<file path="config.mk">
export PLATFORM = sky130hd
export DESIGN_NAME = tsg_div
export DESIGN_NICKNAME = d
export VERILOG_FILES = /design/src/rtl/tsg_pkg.sv /design/src/rtl/tsg_div.sv
export SDC_FILE = /design/constraint.sdc
export NUM_CORES = 1
export LEC_CHECK = 0
export CORE_ASPECT_RATIO = 0.8
export CORE_MARGIN = 3
export CORE_UTILIZATION = 50
export CTS_BUF_LIST = sky130_fd_sc_hd__clkbuf_8
export CTS_CLUSTER_SIZE = 16
export DETAILED_ROUTE_END_ITERATION = 10
export DONT_BUFFER_PORTS = 1
export GPL_ROUTABILITY_DRIVEN = 0
export PLACE_DENSITY_LB_ADDON = 0.25
export SYNTH_ARGS = -nofsm -noshare
export SYNTH_HDL_FRONTEND = slang
export SYNTH_SLANG_ARGS = --single-unit
</file>
<file path="constraint.sdc">
create_clock -name clk -period 6.55 [get_ports clk]
set_input_delay 0.3275 -clock clk [delete_from_list [all_inputs] [get_ports clk]]
set_output_delay 0.3275 -clock clk [all_outputs]
set_load 0.02 [all_outputs]
</file>
<file path="src/rtl/tsg_pkg.sv">
// shared types, codes and constants of the triplet similarity gradient block
package tsg_pkg;

  // input operation codes
  typedef enum logic [1:0] {
    OP_LOAD    = 2'd0,
    OP_TRIPLET = 2'd1,
    OP_READ    = 2'd2,
    OP_NONE    = 2'd3
  } op_t;

  // gradient model codes
  typedef enum logic [1:0] {
    MODE_DIST  = 2'd0,
    MODE_INNER = 2'd1,
    MODE_REL   = 2'd2,
    MODE_NONE  = 2'd3
  } mode_t;

  // sequencer states
  typedef enum logic [3:0] {
    ST_IDLE,
    ST_LOAD,
    ST_RD,
    ST_RDOUT,
    ST_SRD,
    ST_CALC,
    ST_SIG,
    ST_Y,
    ST_MUL,
    ST_DIV1,
    ST_DIV1W,
    ST_DIV2,
    ST_DIV2W,
    ST_GRD,
    ST_GWR
  } state_t;

  // divider request
  typedef struct packed {
    logic               start;
    logic [47:0]        num;
    logic signed [35:0] den;
  } div_req_t;

  localparam logic signed [31:0] INT32_MAX = 32'sh7FFF_FFFF;
  localparam logic signed [31:0] INT32_MIN = 32'sh8000_0000;
  localparam logic [16:0]        Q_ONE     = 17'd65536;
  localparam logic [35:0]        SIG_SAT   = 36'd524288;
  localparam logic [16:0]        SIG_TOP   = 17'd65514;

  // sigmoid samples at steps of 0.5, Q16.16
  function automatic logic [16:0] sig_tab(input logic [4:0] i);
    logic [16:0] v;
    unique case (i)
      5'd0:    v = 17'd32768;
      5'd1:    v = 17'd40793;
      5'd2:    v = 17'd47911;
      5'd3:    v = 17'd53581;
      5'd4:    v = 17'd57724;
      5'd5:    v = 17'd60565;
      5'd6:    v = 17'd62428;
      5'd7:    v = 17'd63615;
      5'd8:    v = 17'd64357;
      5'd9:    v = 17'd64816;
      5'd10:   v = 17'd65097;
      5'd11:   v = 17'd65269;
      5'd12:   v = 17'd65374;
      5'd13:   v = 17'd65438;
      5'd14:   v = 17'd65476;
      5'd15:   v = 17'd65500;
      5'd16:   v = 17'd65514;
      default: v = 17'd65514;
    endcase
    return v;
  endfunction

endpackage

</file>
<file path="src/rtl/tsg_div.sv">
// bit-serial signed divider with 32-bit saturation and zero-denominator rule
module tsg_div (
  input  logic               clk,
  input  logic               rst_n,
  input  tsg_pkg::div_req_t  req,
  output logic               done,
  output logic signed [31:0] quo
);
  import tsg_pkg::*;

  logic               busy_r;
  logic               post_r;
  logic               done_r;
  logic [5:0]         cnt_r;
  logic [47:0]        num_r;
  logic [35:0]        rem_r;
  logic [35:0]        dmag_r;
  logic               neg_r;
  logic               nz_r;
  logic signed [31:0] quo_r;

  logic [36:0]        sh;
  logic               ge;
  logic [36:0]        diff;
  logic signed [31:0] quo_nxt;

  // one quotient bit per cycle
  always_comb begin
    sh   = {rem_r, num_r[47]};
    ge   = sh >= {1'b0, dmag_r};
    diff = sh - {1'b0, dmag_r};
  end

  // sign and saturation of the final quotient
  always_comb begin
    if (dmag_r == 36'd0) begin
      quo_nxt = nz_r ? INT32_MAX : 32'sd0;
    end else if (neg_r) begin
      quo_nxt = (num_r > 48'h0000_8000_0000) ? INT32_MIN : 32'(-num_r);
    end else begin
      quo_nxt = (num_r > 48'h0000_7FFF_FFFF) ? INT32_MAX : num_r[31:0];
    end
  end

  // control
  always_ff @(posedge clk) begin
    if (!rst_n) begin
      busy_r <= 1'b0;
      post_r <= 1'b0;
      done_r <= 1'b0;
      cnt_r  <= 6'd0;
    end else begin
      done_r <= 1'b0;
      if (req.start) begin
        busy_r <= 1'b1;
        cnt_r  <= 6'd0;
      end else if (busy_r) begin
        cnt_r <= cnt_r + 6'd1;
        if (cnt_r == 6'd47) begin
          busy_r <= 1'b0;
          post_r <= 1'b1;
        end
      end else if (post_r) begin
        post_r <= 1'b0;
        done_r <= 1'b1;
      end
    end
  end

  // datapath
  always_ff @(posedge clk) begin
    if (req.start) begin
      num_r  <= req.num;
      rem_r  <= 36'd0;
      dmag_r <= req.den[35] ? 36'(-req.den) : 36'(req.den);
      neg_r  <= req.den[35];
      nz_r   <= req.num != 48'd0;
    end else if (busy_r) begin
      rem_r <= ge ? diff[35:0] : sh[35:0];
      num_r <= {num_r[46:0], ge};
    end
    if (post_r) begin
      quo_r <= quo_nxt;
    end
  end

  assign done = done_r;
  assign quo  = quo_r;

endmodule

</file>
==> run metrics <==
critical path type=reg2reg; endpoint type of the worst setup path=flip-flop; transition time at the pin with the least slew margin=1.11 ns; vias post-DR=between 8000 and 9000; net switching power figure=about 800 uW; Cell Int Power=1.73 mW; power per standard cell area=around 230 mW/mm^2; CP Max Fanout=39; # diodes=0; DRT antenna net count=0; maximum number of pins on one net before global-route repair=70; CTS root buffer=clkbuf_8; Row Count=between 40 and 50; CTS tree=yes; global-route wire length before repair=roughly 42 mm; core region area=0.0200 sq mm; portion of the clock cycle consumed by the worst path in the final layout=57.8%; initial antenna violation count=0; share of final-layout standard cells stronger than drive strength 1=about 10%; share of the synthesized netlist area taken by xor and xnor gates=under 10%; final total negative setup slack=0 ns; total number of clock tree sinks=163; cell-by-cell trace of the critical path=inv_1 -> ha_1 -> a21oi_1 -> o21ai_1 -> a2111oi_0 -> o211ai_1 -> o31ai_4 -> buf_4 -> inv_2 -> mux2i_1 -> a211oi_1; Leak Pwr=roughly 3.9 nW; number of enable-type register cells in the synthesized netlist=118; overall track demand over capacity in global routing=a little under a quarter; type of element launching the critical path=flip-flop; via count of the first global-routing pass=7529; complex-gate fraction of the synthesized area=17.7%; area overhead of the layout relative to synthesis=5.97%; Post-Synth Simple-Gate Area=18.4%; sequential power share=50.6%; iteration count of the initial detailed-routing pass=5; effective utilization at floorplan=51.4%; portion of total power attributed to the clock network=28.8%; Syn Area/Cell=9.53 sq um; run status=completed; fill count=between 1500 and 2000; CP Buf/Inv Count=3; arrival time worst endpoint=between 4 and 5 ns; worst min path class=in2reg; insertion delay to the later sink of the worst-skew pair=roughly 0.47 ns; Vert. Die Dim=134 um; Synth Instances=1077; routed wirelength normalized by instance count=19.9 um; final core occ=between 50% and 60%; maximum frequency from static timing analysis=around 260 MHz; flop2flop setup slack=2.77 ns; fin nets=1180; async set-reset flop share out of synthesis=0%; Clk pin slew, worst setup/hold paths=0.10 ns; adder and majority cell fraction of the synthesized area=4.95%; cell family contributing the most delay on the critical path=compound AO/OA/AOI/OAI gates; overall die area=~0.022 sq mm; clock skew after layout=0.0151 ns; remaining global-route overflow=0; synthesis-stage register bit count=163; ys flop type=edfxtp_1; input/output buffers=0; crit-path max cell delay=~0.63 ns; residual DRC count=0; # Max-Cap Violations=0; required time of the worst setup path=6.92 ns; vias per inst=between 6 and 7; count of pins on the block boundary=120; multi-input combinational cell area=around 0.0054 sq mm; crit path time final=3.78 ns; main combinational cell family by area after synthesis=simple AND/OR/NAND/NOR gates; Detailed Route WL=26.4 mm; Die Span X=between 150 and 200 um; number of buffers created by CTS=17; cell type of the slowest stage on the worst timing path=o31ai_4; setup repair after global routing missed its margin=no; HPWL after DPL=19.5 mm; total number of yosys warnings=0; netlist area before placement=between 0.01 and 0.015 sq mm; Bufs on Longest Clock Path=2; number of hold violations in the final report=0; number of max-slew violations in the final report=0; number of H-tree levels=4; post-synthesis sequential area ratio=43.3%; count of final setup violators=0; Gates resized, CTS repair=0; mux contribution to synthesized area=5.81%; Sw Share=31.8%; number of unique standard cell types used by synthesis=72; sequential cell area=approximately 0.0044 sq mm; combinational group share of total power=20.6%; first-iteration detailed-routing DRC count=929; Mapped Nets=1204; Max-slew headroom=25.2%; Max rail drop VDD=0.000122 V
==> synth_stat cells, types with 13 or more instances <==
cell type | count | area (sq um)
edfxtp_1 | 118 | 3540
nor2_1 | 104 | 390
a21oi_1 | 82 | 410
nand2_1 | 81 | 304
o21ai_0 | 65 | 325
xnor2_1 | 52 | 455
inv_1 | 49 | 184
dfxtp_1 | 45 | 901
mux2_2 | 45 | 507
clkbuf_1 | 41 | 154
ha_1 | 39 | 488
nor4_1 | 31 | 194
a211oi_1 | 27 | 203
nand3_1 | 21 | 105
nand4_1 | 20 | 125
xor2_1 | 18 | 158
a21o_1 | 17 | 128
o31ai_1 | 17 | 128
a31oi_1 | 16 | 100
nor3_1 | 16 | 80.1
or3_1 | 14 | 87.6
nand2b_1 | 13 | 81.3
==> repair_timing <==
| item | CTS | global route |
|---|---|---|
| endpoints found under the hold margin | 74 | 0 |
| endpoints found under the setup margin | 0 | 0 |
| hold buffers | 5 | 0 |
| setup buffers | 0 | 0 |
==> state kept, by name, summed over array words and instances, names as in the netlist <==
name	flops
busy_r	1
cnt_r	6
dmag_r	36
done	1
neg_r	1
num_r	48
nz_r	1
post_r	1
quo	32
rem_r	36
==> power groups by stage <==
stage	clock [mW]	sequential (mW)	combinational, mW
5_1_grt	0.786	1.30	0.584
2_1_floorplan	0	1.26	0.420
4_1_cts	0.745	1.28	0.515
3_3_place_gp	0	1.30	0.498
3_5_place_dp	0	1.31	0.500
6_report	0.731	1.29	0.523
==> path summary, 6_finish.rpt <==
path | start | endpoint | cells past startpoint
setup / recovery | dmag_r[28]$_DFFE_PP_ | rem_r[19]$_SDFFE_PP0P_ | 11
hold reg to reg | cnt_r[5]$_SDFFE_PP0P_ | cnt_r[5]$_SDFFE_PP0P_ | 2
hold / removal | req[13] | dmag_r[13]$_DFFE_PP_ | 1
setup reg to reg | dmag_r[28]$_DFFE_PP_ | rem_r[19]$_SDFFE_PP0P_ | 11
==> worst register-to-register path, cell delays in order (launching register included) <==
cell	delay, ns
edfxtp_1	0.39
inv_1	0.09
ha_1	0.31
a21oi_1	0.32
o21ai_1	0.11
a2111oi_0	0.40
o211ai_1	0.23
o31ai_4	0.63
buf_4	0.49
inv_2	0.27
mux2i_1	0.20
a211oi_1	0.25
==> cell usage in the layout (no fill, tap or decap), drive strengths merged, types with 5 or more instances in the layout <==
cell      n
or3      16
and2      5
o21bai    5
nor4     35
nand2b   14
nor2    104
a21o     17
nand2    81
dfxtp    45
o21ai    70
mux2i     9
a31oi    16
and3      6
nand3b    7
xor2     18
xnor2    52
buf       6
or2       8
ha       39
mux2     45
a21oi    82
clkbuf   17
nand3    22
inv      58
o41ai     9
o21a      6
a211oi   27
nand4    21
o211ai    8
o31ai    18
nor3b     5
nor3     18
edfxtp  118
nor2b     9
==> logic make-up (layout without fill, tap and decap cells) <==
logic type | count (synthesis) | after routing
compound gates | 284 | 284
xor+xnor | 70 | 70
fa+ha+maj | 40 | 40
buf+inv | 103 | 92
flops | 163 | 163
mux | 54 | 54
simple gates | 363 | 363
==> metrics by stage <==
stage               power, mW  instance area [sq um]  setup WS, ns  hold slack (ns)  std cells
finish                   2.54                  10900          2.77           0.0498       1330
global route             2.67                  10900          2.44           0.0241       1330
CTS                      2.54                  10900          2.83           0.0156       1330
detailed placement       1.81                  10400          2.82            0.425       1293
global placement         1.80                  10400          2.95            0.417       1293
floorplan                1.69                  10300          3.83            0.426       1077
==> final cells by class <==
cell class,count,area share [%]
inverters,50,1.73
flip-flops and latches,163,40.9
multi-input cells,811,49.9
well taps,264,3.04
clock buffers,17,2.15
clock inverters,15,1.37
repair buffers,10,0.966
==> per-layer routing <==
metal	GRT usage (%)	share of wire (%)
met3	8.46	11
met4	4.90	0.99
met1	38.7	51
met5	0	0
met2	29.0	37
Power figures use the tool's default switching activity.
